[src/console_line_edit_buffer_defines.svh]
// assertion helpers used by the line buffer datapath
`ifndef CONSOLE_LINE_EDIT_BUFFER_DEFINES_SVH
`define CONSOLE_LINE_EDIT_BUFFER_DEFINES_SVH

`define CLEB_ASSERT_ALWAYS(label, cond, msg) \
  label: assert property (@(posedge clk) disable iff (rst) (cond)) else $error(msg);

`define CLEB_ASSERT_IMPLIES(label, ante, cons, msg) \
  label: assert property (@(posedge clk) disable iff (rst) (ante) |-> (cons)) else $error(msg);

`endif

[src/cleb_pkg.sv]
package cleb_pkg;

  localparam int IN_TDATA_W  = 16;
  localparam int OUT_TDATA_W = 32;

  localparam logic [7:0] KEY_CR   = 8'h0D;
  localparam logic [7:0] KEY_LF   = 8'h0A;
  localparam logic [7:0] KEY_DEL  = 8'h7F;
  localparam logic [7:0] KEY_KILL = 8'h15;
  localparam logic [7:0] KEY_BS   = 8'h08;
  localparam logic [7:0] KEY_EOF  = 8'h04;
  localparam logic [7:0] KEY_DUMP = 8'h10;
  localparam logic [7:0] KEY_NUL  = 8'h00;

  typedef enum logic [1:0] {
    RS_DATA  = 2'd0,
    RS_EMPTY = 2'd1,
    RS_EOF   = 2'd2
  } read_status_t;

  typedef enum logic [2:0] {
    KIND_NONE  = 3'd0,
    KIND_DUMP  = 3'd1,
    KIND_KILL  = 3'd2,
    KIND_ERASE = 3'd3,
    KIND_STORE = 3'd4
  } key_kind_t;

  typedef enum logic [3:0] {
    OP_NONE       = 4'd0,
    OP_LOAD       = 4'd1,
    OP_ZERO       = 4'd2,
    OP_DUMP       = 4'd3,
    OP_ERASE      = 4'd4,
    OP_STORE      = 4'd5,
    OP_EMPTY      = 4'd6,
    OP_RD_ISSUE   = 4'd7,
    OP_RD_FINISH  = 4'd8,
    OP_KILL_START = 4'd9,
    OP_KILL_STEP  = 4'd10,
    OP_EMIT       = 4'd11
  } dp_op_t;

  // packed so that {pad, res} gives the output word, echo_valid lowest
  typedef struct packed {
    read_status_t read_status;
    logic [7:0]   read_char;
    logic         dump_request;
    logic         line_ready;
    logic [7:0]   erase_count;
    logic [7:0]   echo_char;
    logic         echo_valid;
  } res_t;

  typedef struct packed {
    dp_op_t op;
  } ctl_cmd_t;

  typedef struct packed {
    logic      in_is_read;
    key_kind_t kind;
    logic      edit_eq_commit;
    logic      read_eq_commit;
    logic      room;
    logic      rdata_is_lf;
    logic      probe_eq_commit;
    logic      out_free;
  } dp_stat_t;

endpackage

[src/console_line_edit_buffer.sv]
// Canonical terminal line buffer: keys and reads come in one word at a time, each giving exactly
// one result word, and a finished result may wait at the output while the next word is taken.
// Items are worked one at a time over a line store with registered read data. A key word's
// result is formed in DECODE and registered in EMIT; a read that finds data adds a READ state
// for the store read; a kill-line steps back in KILL, one erased character per step, up to
// BUF_DEPTH - 1 characters. The input is ready again only after EMIT. While an older result
// still waits unaccepted at the output, the next result and the input stall until the
// receiver takes it.
module console_line_edit_buffer import cleb_pkg::*; #(
  parameter int BUF_DEPTH = 128
) (
  input  logic                   clk,
  input  logic                   rst,
  input  logic                   s_tvalid,
  output logic                   s_tready,
  input  logic [IN_TDATA_W-1:0]  s_tdata,  // key_code[7:0], first_of_read[8], zero pad
  input  logic [0:0]             s_tuser,  // command[0]
  output logic                   m_tvalid,
  input  logic                   m_tready,
  output logic [OUT_TDATA_W-1:0] m_tdata   // echo_valid[0], echo_char[8:1], erase_count[16:9],
                                           // line_ready[17], dump_request[18], read_char[26:19],
                                           // read_status[28:27], zero pad
);

  ctl_cmd_t cmd;
  dp_stat_t stat;

  cleb_ctrl u_ctrl (
    .clk      (clk),
    .rst      (rst),
    .s_tvalid (s_tvalid),
    .in_ready (s_tready),
    .stat     (stat),
    .cmd      (cmd)
  );

  cleb_datapath #(
    .BUF_DEPTH (BUF_DEPTH)
  ) u_datapath (
    .clk      (clk),
    .rst      (rst),
    .s_tdata  (s_tdata),
    .s_tuser  (s_tuser),
    .m_tready (m_tready),
    .m_tvalid (m_tvalid),
    .m_tdata  (m_tdata),
    .cmd      (cmd),
    .stat     (stat)
  );

endmodule

[src/cleb_datapath.sv]
`include "console_line_edit_buffer_defines.svh"

module cleb_datapath import cleb_pkg::*; #(
  parameter int BUF_DEPTH = 128
) (
  input  logic                   clk,
  input  logic                   rst,
  input  logic [IN_TDATA_W-1:0]  s_tdata,
  input  logic [0:0]             s_tuser,
  input  logic                   m_tready,
  output logic                   m_tvalid,
  output logic [OUT_TDATA_W-1:0] m_tdata,
  input  ctl_cmd_t               cmd,
  output dp_stat_t               stat
);

  localparam int SLOT_W = $clog2(BUF_DEPTH);
  localparam int IDX_W  = SLOT_W + 1;
  localparam logic [IDX_W-1:0] DEPTH_I  = IDX_W'(BUF_DEPTH);
  localparam logic [IDX_W-1:0] IDX_LAST = IDX_W'(2 * BUF_DEPTH - 1);
  localparam logic [IDX_W:0]   IDX_MOD  = (IDX_W + 1)'(2 * BUF_DEPTH);

  function automatic logic [IDX_W-1:0] idx_inc(input logic [IDX_W-1:0] i);
    return (i == IDX_LAST) ? '0 : i + 1'b1;
  endfunction

  function automatic logic [IDX_W-1:0] idx_dec(input logic [IDX_W-1:0] i);
    return (i == '0) ? IDX_LAST : i - 1'b1;
  endfunction

  function automatic logic [SLOT_W-1:0] slot_of(input logic [IDX_W-1:0] i);
    logic [IDX_W-1:0] s;
    s = (i >= DEPTH_I) ? i - DEPTH_I : i;
    return s[SLOT_W-1:0];
  endfunction

  function automatic logic [IDX_W-1:0] idx_dist(input logic [IDX_W-1:0] hi,
                                                input logic [IDX_W-1:0] lo);
    logic [IDX_W:0] d;
    d = {1'b0, hi} - {1'b0, lo};
    if (hi < lo) begin
      d = d + IDX_MOD;
    end
    return d[IDX_W-1:0];
  endfunction

  logic [7:0] line_store [BUF_DEPTH];
  logic [7:0] rdata;

  logic [IDX_W-1:0] read_index, read_index_next;
  logic [IDX_W-1:0] commit_index, commit_index_next;
  logic [IDX_W-1:0] edit_index, edit_index_next;
  logic [IDX_W-1:0] probe, probe_next;
  res_t             res, res_next;

  logic       in_cmd;
  logic [7:0] in_key;
  logic       in_first;

  logic                   out_valid;
  logic [OUT_TDATA_W-1:0] out_data;

  logic              mem_we;
  logic              mem_re;
  logic [SLOT_W-1:0] mem_waddr;
  logic [SLOT_W-1:0] mem_raddr;
  logic [7:0]        store_char;
  logic [IDX_W-1:0]  dist_er;
  logic [IDX_W-1:0]  dist_cr;
  key_kind_t         kind;

  assign store_char = (in_key == KEY_CR) ? KEY_LF : in_key;
  assign dist_er    = idx_dist(edit_index, read_index);
  assign dist_cr    = idx_dist(commit_index, read_index);

  always_comb begin
    unique case (in_key) inside
      KEY_DUMP:        kind = KIND_DUMP;
      KEY_KILL:        kind = KIND_KILL;
      KEY_BS, KEY_DEL: kind = KIND_ERASE;
      KEY_NUL:         kind = KIND_NONE;
      default:         kind = KIND_STORE;
    endcase
  end

  always_comb begin
    stat.in_is_read      = in_cmd;
    stat.kind            = kind;
    stat.edit_eq_commit  = (edit_index == commit_index);
    stat.read_eq_commit  = (read_index == commit_index);
    stat.room            = (dist_er < DEPTH_I);
    stat.rdata_is_lf     = (rdata == KEY_LF);
    stat.probe_eq_commit = (probe == commit_index);
    stat.out_free        = !out_valid || m_tready;
  end

  always_comb begin
    read_index_next   = read_index;
    commit_index_next = commit_index;
    edit_index_next   = edit_index;
    probe_next        = probe;
    res_next          = res;
    mem_we            = 1'b0;
    mem_re            = 1'b0;
    mem_waddr         = slot_of(edit_index);
    mem_raddr         = slot_of(read_index);
    unique case (cmd.op)
      OP_ZERO: begin
        res_next = '0;
      end
      OP_DUMP: begin
        res_next = '0;
        res_next.dump_request = 1'b1;
      end
      OP_ERASE: begin
        edit_index_next = idx_dec(edit_index);
        res_next = '0;
        res_next.erase_count = 8'd1;
      end
      OP_STORE: begin
        mem_we = 1'b1;
        edit_index_next = idx_inc(edit_index);
        res_next = '0;
        res_next.echo_valid = 1'b1;
        res_next.echo_char = store_char;
        if (store_char == KEY_LF || store_char == KEY_EOF ||
            dist_er == DEPTH_I - 1'b1) begin
          commit_index_next = idx_inc(edit_index);
          res_next.line_ready = 1'b1;
        end
      end
      OP_EMPTY: begin
        res_next = '0;
        res_next.read_status = RS_EMPTY;
      end
      OP_RD_ISSUE: begin
        mem_re = 1'b1;
      end
      OP_RD_FINISH: begin
        res_next = '0;
        if (rdata == KEY_EOF) begin
          if (in_first) begin
            read_index_next = idx_inc(read_index);
          end
          res_next.read_status = RS_EOF;
        end else begin
          read_index_next = idx_inc(read_index);
          res_next.read_char = rdata;
        end
      end
      OP_KILL_START: begin
        probe_next = idx_dec(edit_index);
        mem_re = 1'b1;
        mem_raddr = slot_of(idx_dec(edit_index));
        res_next = '0;
      end
      OP_KILL_STEP: begin
        edit_index_next = probe;
        res_next.erase_count = (res.erase_count == 8'hFF) ? 8'hFF
                                                          : res.erase_count + 8'd1;
        probe_next = idx_dec(probe);
        mem_re = 1'b1;
        mem_raddr = slot_of(idx_dec(probe));
      end
      OP_NONE, OP_LOAD, OP_EMIT: begin
      end
      default: begin
      end
    endcase
  end

  always_ff @(posedge clk) begin
    if (mem_we) begin
      line_store[mem_waddr] <= store_char;
    end
    if (mem_re) begin
      rdata <= line_store[mem_raddr];
    end
  end

  always_ff @(posedge clk) begin
    if (rst) begin
      read_index   <= '0;
      commit_index <= '0;
      edit_index   <= '0;
      probe        <= '0;
      out_valid    <= 1'b0;
    end else begin
      read_index   <= read_index_next;
      commit_index <= commit_index_next;
      edit_index   <= edit_index_next;
      probe        <= probe_next;
      if (cmd.op == OP_EMIT) begin
        out_valid <= 1'b1;
      end else if (m_tready) begin
        out_valid <= 1'b0;
      end
    end
  end

  always_ff @(posedge clk) begin
    res <= res_next;
    if (cmd.op == OP_LOAD) begin
      in_cmd   <= s_tuser[0];
      in_key   <= s_tdata[7:0];
      in_first <= s_tdata[8];
    end
    if (cmd.op == OP_EMIT) begin
      out_data <= {(OUT_TDATA_W - $bits(res_t))'(0), res};
    end
  end

  assign m_tvalid = out_valid;
  assign m_tdata  = out_data;

  `CLEB_ASSERT_ALWAYS(a_ring_bound, (dist_er <= DEPTH_I), "edit index ran past the ring")
  `CLEB_ASSERT_ALWAYS(a_commit_order, (dist_cr <= dist_er), "commit index beyond edit index")
  `CLEB_ASSERT_IMPLIES(a_store_room, (cmd.op == OP_STORE), stat.room, "store into full ring")
  `CLEB_ASSERT_IMPLIES(a_kill_step, (cmd.op == OP_KILL_STEP), !stat.edit_eq_commit, "kill past commit")

endmodule

[src/cleb_ctrl.sv]
module cleb_ctrl import cleb_pkg::*; (
  input  logic     clk,
  input  logic     rst,
  input  logic     s_tvalid,
  output logic     in_ready,
  input  dp_stat_t stat,
  output ctl_cmd_t cmd
);

  typedef enum logic [4:0] {
    S_IDLE   = 5'b00001,
    S_DECODE = 5'b00010,
    S_READ   = 5'b00100,
    S_KILL   = 5'b01000,
    S_EMIT   = 5'b10000
  } state_t;

  state_t state, state_next;

  assign in_ready = (state == S_IDLE);

  always_comb begin
    state_next = state;
    cmd.op     = OP_NONE;
    unique case (state)
      S_IDLE: begin
        if (s_tvalid) begin
          cmd.op = OP_LOAD;
          state_next = S_DECODE;
        end
      end
      S_DECODE: begin
        state_next = S_EMIT;
        if (stat.in_is_read) begin
          if (stat.read_eq_commit) begin
            cmd.op = OP_EMPTY;
          end else begin
            cmd.op = OP_RD_ISSUE;
            state_next = S_READ;
          end
        end else begin
          unique case (stat.kind)
            KIND_DUMP: cmd.op = OP_DUMP;
            KIND_KILL: begin
              if (stat.edit_eq_commit) begin
                cmd.op = OP_ZERO;
              end else begin
                cmd.op = OP_KILL_START;
                state_next = S_KILL;
              end
            end
            KIND_ERASE: cmd.op = stat.edit_eq_commit ? OP_ZERO : OP_ERASE;
            KIND_STORE: cmd.op = stat.room ? OP_STORE : OP_ZERO;
            KIND_NONE:  cmd.op = OP_ZERO;
            default:    cmd.op = OP_ZERO;
          endcase
        end
      end
      S_READ: begin
        cmd.op = OP_RD_FINISH;
        state_next = S_EMIT;
      end
      S_KILL: begin
        if (stat.rdata_is_lf) begin
          state_next = S_EMIT;
        end else begin
          cmd.op = OP_KILL_STEP;
          if (stat.probe_eq_commit) begin
            state_next = S_EMIT;
          end
        end
      end
      S_EMIT: begin
        if (stat.out_free) begin
          cmd.op = OP_EMIT;
          state_next = S_IDLE;
        end
      end
      default: begin
        state_next = S_IDLE;
      end
    endcase
  end

  always_ff @(posedge clk) begin
    if (rst) begin
      state <= S_IDLE;
    end else begin
      state <= state_next;
    end
  end

endmodule

[config.mk]
export PLATFORM = sky130hd
export DESIGN_NAME = console_line_edit_buffer
export DESIGN_NICKNAME = d
export VERILOG_FILES = /design/src/cleb_pkg.sv /design/src/console_line_edit_buffer.sv /design/src/cleb_datapath.sv /design/src/cleb_ctrl.sv
export VERILOG_INCLUDE_DIRS = /design/src /design/src/src
export SDC_FILE = /design/constraint.sdc
export NUM_CORES = 2
export LEC_CHECK = 0
export ABC_AREA = 1
export BUFFER_PORTS_ARGS = -buffer_cell sky130_fd_sc_hd__buf_2
export CAP_MARGIN = 25
export CORE_ASPECT_RATIO = 1.75
export CORE_MARGIN = 1.5
export CORE_UTILIZATION = 50
export DETAILED_ROUTE_END_ITERATION = 16
export GPL_TIMING_DRIVEN = 0
export MAX_ROUTING_LAYER = met4
export PLACE_DENSITY_LB_ADDON = 0.3
export SYNTH_ARGS = -nofsm -noshare
export SYNTH_HDL_FRONTEND = slang
export SYNTH_HIERARCHICAL = 1
export SYNTH_SLANG_ARGS = --single-unit
[constraint.sdc]
create_clock -name clk -period 6.1 [get_ports clk]
set_input_delay 0 -clock clk [delete_from_list [all_inputs] [get_ports clk]]
set_output_delay 0 -clock clk [all_outputs]
set_load 0.005 [all_outputs]
Word level (Yosys, flattened, before mapping)
Memory sizes are Yosys's and may differ from the RTL's. A register that Yosys moved wholly into a read port is not among the register bits.
Cells that the tools add are included.
{"block": "op_classes", "add_sub_neg": 11, "magnitude_cmp": 6, "eq_ne": 40, "n_mux": 48, "n_reduce_logical": 21}
{"op": "two-way mux 8 bit", "n": 10}
{"op": "one-hot mux 12 bit (5 select lines)", "n": 1}
{"op": "one-hot mux 8 bit (3 select lines)", "n": 2}
{"op": "two-way mux 5 bit", "n": 8}
{"op": "adder 8 x 1 -> 8 bit, second input constant", "n": 4}
{"op": "equality test 8 x 4 -> 1 bit, second input constant", "n": 4}
{"op": "greater-or-equal comparator 8 bit, second input constant", "n": 4}
{"op": "two-way mux 7 bit", "n": 4}
{"op": "subtractor 7 x 1 -> 7 bit, second input constant", "n": 4}
{"op": "one-hot mux 5 bit (5 select lines)", "n": 1}
{"op": "equality test 8 bit", "n": 3}
{"op": "equality test 8 bit, second input constant", "n": 3}
{"op": "logical NOT 8 bit", "n": 3}
{"op": "one-hot mux 4 bit (5 select lines)", "n": 1}
{"op": "one-hot mux 9 bit (2 select lines)", "n": 1}
{"op": "equality test 4 x 3 -> 1 bit, second input constant", "n": 4}
{"op": "equality test 4 bit, second input constant", "n": 4}
{"op": "equality test 8 x 3 -> 1 bit, second input constant", "n": 2}
{"op": "equality test 8 x 5 -> 1 bit, second input constant", "n": 2}
{"op": "equality test 8 x 7 -> 1 bit, second input constant", "n": 2}
{"op": "two-way mux 4 bit", "n": 4}
{"op": "one-hot mux 4 bit (4 select lines)", "n": 1}
{"op": "one-hot mux 8 bit (2 select lines)", "n": 1}
{"op": "subtractor 8 x 1 -> 8 bit, second input constant", "n": 2}
{"op": "31 further kinds", "n": 51}
{"block": "totals", "register_bits": 106, "ram_bits": 1024, "input_bits": 21, "output_inout_bits": 34, "word_cells": 144, "mem_count": 1}
{"memory": "u_datapath.line_store", "depth": 128, "word_bits": 8, "read_ports": 1, "rd_ports_with_merged_regs": 1, "wr": 1, "line": "cleb_datapath.sv:47", "rtl": "logic [7:0] line_store [BUF_DEPTH];"}

Longest topological paths before layout
{"block": "depth", "depth_word": 12, "depth_mapped": 37, "ltp_nobuf": 35}

Modules after synthesis
The synthesis kept the hierarchy.
{"mod": "cleb_datapath", "instances": 1, "cells_each": 4711, "area_each_um2": 50551.0, "seq_area_each_um2": 33692.3}
{"mod": "cleb_ctrl", "instances": 1, "cells_each": 83, "area_each_um2": 523.0, "seq_area_each_um2": 100.1}

Worst setup path before layout
OpenSTA, ideal clock, no wires.
{"block": "synth_path", "path_type": "register to register", "from": "register u_datapath.in_key[3]", "to": "register u_datapath/res[17] in the netlist's numbering, data pin", "setup_ns": 0.302, "t_arrival_ns": 4.736, "t_required_ns": 5.798, "setup_slack_ns": 1.062, "stages_incl_launch_ff": 13, "path_buffers": 0, "period_less_slack_ns": 5.038, "path_cell_list": "edfxtp_1 -> nand2_1 -> inv_1 -> nand3_1 -> inv_1 -> nor2_1 -> inv_1 -> nand4_1 -> inv_1 -> o21ai_0 -> nand2_1 -> nand2_1 -> clkinv_1"}
{"item": "from (decl)", "line": "cleb_datapath.sv:57", "rtl": "logic [7:0] in_key;"}
{"item": "from (signal assigned)", "line": "cleb_datapath.sv:205", "rtl": "in_key <= s_tdata[7:0];"}
{"item": "to (signal assigned)", "line": "cleb_datapath.sv:202", "rtl": "res <= res_next;"}
{"item": "to (decl)", "line": "cleb_datapath.sv:54", "rtl": "res_t res, res_next;"}

==> results_dict.tcl <==
set metrics [dict create \
    yosys.area.top_type_share 0.6467 \
    cts_tree "done" \
    cp-end-kind "flop" \
    fp.dieW_um 244.6 \
    cp_slowest_cell "dfxtp_2" \
    finalClockSkew_ns 0.03259 \
    port_buffers 44 \
    vias 37340 \
    setup_violations 0 \
    clockBufferDepth 3 \
    yosys_warnings 6 \
    wl_per_cell_um 26.58 \
    finalCriticalPeriod_ns 5.895 \
    worstSkewPairLatency_ns 0.73 \
    pre_cts_ws_ns -0.7551 \
    grt_usage 0.3349 \
    route.detailed.drc 0 \
    hold_class "in -> reg" \
    drv_slew 0 \
    drtIter0Drc 3992 \
    async_flop_share 0 \
    p_leak_nw 22.26 \
    avgSynthCellArea_um2 10.65 \
    reg2reg_slack_ns 0.21 \
    antenna_found_initial 1 \
    ys_seq_area_frac 0.6616 \
    row_count 154 \
    numCtsBuffers 96 \
    grt-ovfl-total 0 \
    critPathTopFamily "simple AND/OR/NAND/NOR gates" \
    placeableCoreArea_um2 101000 \
    critPathKind "reg -> reg" \
    r2r_end "u_datapath/rdata[6]" \
    post-dp-hpwl_um 122700 \
    ys_ff_latch 1138 \
    n_fill_cell 8549 \
    maxCapViolCount 0 \
    max_slew_margin 0.2791 \
    fp.dieH_um 425.8 \
    ys_top_cells_by_area "edfxtp_1, nand3_1, nand2_1, inv_1, nand3b_1" \
    post-synth-top-area-cell "edfxtp_1" \
    drive_above_1_share 0.1210 \
    worstRegToRegCells 32 \
    viasPerCell 5.840 \
    synth_cell_types 54 \
    syn_inst 4794 \
    fin_crit_sh 0.9663 \
    nets 5020 \
    syn_area_um2 51070 \
    hold_path_depth 2 \
    status "complete, no violations" \
    pin_count 55 \
    cts_root_buf "clkbuf_16" \
    tightestPinTransition_ns 1.074 \
    grt_pass1_wl_um 239600 \
    crit_arrival_ns 6.31 \
    fin_ws_ns 0.2053 \
    cts.reportedPaths.clkPinSlew_ns 0.07 \
    timing.rr.start "u_datapath/read_index[2]" \
    routed_wl_um 169900 \
    initial_core_util 0.5058 \
    synth_edf_count 1100 \
    hold_viol 0 \
    hold_end "u_datapath/in_key[0]" \
    dieArea_um2 104200 \
    power_density_nw_per_um2 291.2 \
    path_max_fanout 10 \
    dr.pass1.iters 6 \
    ys_top_cells_by_count "nand2_1, edfxtp_1, nand3_1" \
    place_congestion 1.014 \
    h-tree-depth 3 \
    tns_ns 0 \
    grt_start_max_net_pins 77 \
    min-delay-start "s_tdata[0]" \
    fmaxAchievable_mhz 169.6 \
    cts_setup_buffers 0 \
    syn_to_final_growth_pct 12.02 \
    vdd_drop_max_mv 0.3222 \
    final_antenna_net_count 0 \
    cp_num_buf_inv 4 \
    yosysMostFrequentCell "nand2_1" \
    grt_pass1_vias 36280 \
    synth-main-ff-cell "edfxtp_1" \
    crit_required_ns 6.51 \
    start_kind "flop" \
    max_stage_delay_ns 0.43 \
    clock_sinks 1138 \
]
[cell families (layout without fill, tap and decap cells)]
family / count (synthesis) / count (layout) / synth area share
simple gates: 2724 / 2724 / 0.2476
compound gates: 110 / 110 / 0.01325
other cells: 1 / 5 / 0.00007342
xor+xnor: 29 / 29 / 0.004973
flops: 1138 / 1138 / 0.6616
buf+inv: 779 / 1048 / 0.06918
fa+ha+maj: 13 / 13 / 0.003332
[final cells by class]
type	instances	area (µm²)	area share
sequential	1138	33790	0.5907
multi-input combinational	2879	14030	0.2452
clock buffer	127	2519	0.04402
buffer	303	1831	0.03199
inverter	476	1798	0.03143
tap	1326	1659	0.02900
timing repair buffer	92	967.2	0.01690
clock inverter	50	613.1	0.01072
antenna	2	5.005	0.00008748
[timing repair]
action                                 CTS  global route
gates resized for setup                 77            38
gates cloned                             0             0
pin swaps                                0             2
hold buffers                            22             0
endpoints found under the hold margin   26             0
setup endpoints to repair              800           748
[power breakdown]
group	switching [mW]	leakage (nW)	total, mW	internal, mW
logic	1.18	10.6	1.56	0.382
registers	0.0310	10.2	8.83	8.80
clock network	2.83	1.50	6.27	3.44
total	4.04	22.3	16.7	12.6
[per-stage QoR]
stage | hold WS [ns] | instance area (µm²) | std cells | utilization | power [mW]
2_1_floorplan | 0.06907 | 51080 | 4796 | - | 9.812
3_3_place_gp | 0.1803 | 52960 | 6166 | 0.5245 | 10.51
3_5_place_dp | 0.1783 | 53530 | 6191 | 0.5302 | 10.50
4_1_cts | 0.01341 | 57080 | 6390 | 0.5653 | 16.68
5_1_grt | 0.03090 | 57210 | 6392 | 0.5666 | 17.06
6_report | 0.04396 | 57210 | 6393 | 0.5667 | 16.66
[registers in the layout, indices dropped and copies added, names as in the netlist]
name	flops
u_datapath/line_store	1024
u_datapath/m_tdata	29
u_datapath/res	29
u_datapath/commit_index	8
u_datapath/edit_index	8
u_datapath/in_key	8
u_datapath/probe	8
u_datapath/rdata	8
u_datapath/read_index	8
u_ctrl/state	5
u_datapath/in_cmd	1
u_datapath/in_first	1
u_datapath/m_tvalid	1
[worst register-to-register path: cells and delay by family, from the launching register on]
family                     cells  cell delay [ns]
AOI/OAI and AO/OA              4             0.67
and+or+nand+nor               23             3.35
DFF                            1             0.43
buffers and inverters          4             0.78
adders and majority gates      1             0.36
[placed cells by master (no fill, tap or decap), types with 4 or more instances in the layout]
| cell type | netlist | layout |
|---|---|---|
| buf_12 | 0 | 10 |
| inv_6 | 0 | 6 |
| inv_2 | 11 | 11 |
| nand2_1 | 1138 | 1133 |
| nand4_1 | 13 | 13 |
| nor3b_1 | 4 | 4 |
| xnor2_1 | 18 | 18 |
| dlygate4sd3_1 | 0 | 22 |
| buf_4 | 23 | 26 |
| inv_1 | 458 | 457 |
| nor4_1 | 7 | 7 |
| ha_1 | 12 | 12 |
| buf_6 | 33 | 37 |
| buf_1 | 6 | 6 |
| nand2_2 | 3 | 8 |
| nor2_2 | 5 | 76 |
| bufinv_16 | 0 | 12 |
| nor2_4 | 3 | 7 |
| clkbuf_4 | 0 | 21 |
| buf_16 | 0 | 8 |
| clkbuf_16 | 0 | 96 |
| nor3_1 | 12 | 10 |
| clkinv_1 | 5 | 13 |
| nand3_1 | 1074 | 1070 |
| clkinv_2 | 0 | 12 |
| edfxtp_1 | 1100 | 1100 |
| buf_2 | 207 | 233 |
| clkinvlp_4 | 0 | 7 |
| buf_8 | 1 | 7 |
| nor2_1 | 230 | 155 |
| o21ai_0 | 40 | 40 |
| o211ai_1 | 15 | 15 |
| a21oi_1 | 26 | 25 |
| nand3_2 | 5 | 9 |
| dfxtp_1 | 38 | 36 |
| clkbuf_1 | 33 | 56 |
| xor2_1 | 11 | 11 |
| nand3b_1 | 219 | 219 |
[per-layer routing]
layer	vias to the layer above	routed length (µm)	part of all wire	global-route usage
met3	618	12410	0.073	0.04931
li1	16790	-	-	-
met1	18000	53870	0.32	0.3286
met5	-	0	0	-
met2	1927	86940	0.51	0.5766
met4	0	16720	0.098	0.2898
[worst max path at each step]
stage               cells after the start                            end                startpoint  slack (ns)
floorplan                              12             u_datapath/res[17]      u_datapath/in_key[3]        1.06
global placement                       12             u_datapath/res[17]      u_datapath/in_key[3]       -5.44
detailed placement                     24  u_datapath/line_store[107][2]  u_datapath/read_index[2]       -0.76
CTS                                    32            u_datapath/rdata[3]  u_datapath/read_index[2]       0.002
global route                           33            u_datapath/rdata[6]  u_datapath/read_index[2]      -0.005
finish                                 32            u_datapath/rdata[6]  u_datapath/read_index[2]        0.21
Note: power is estimated with default switching activity, not from simulation.
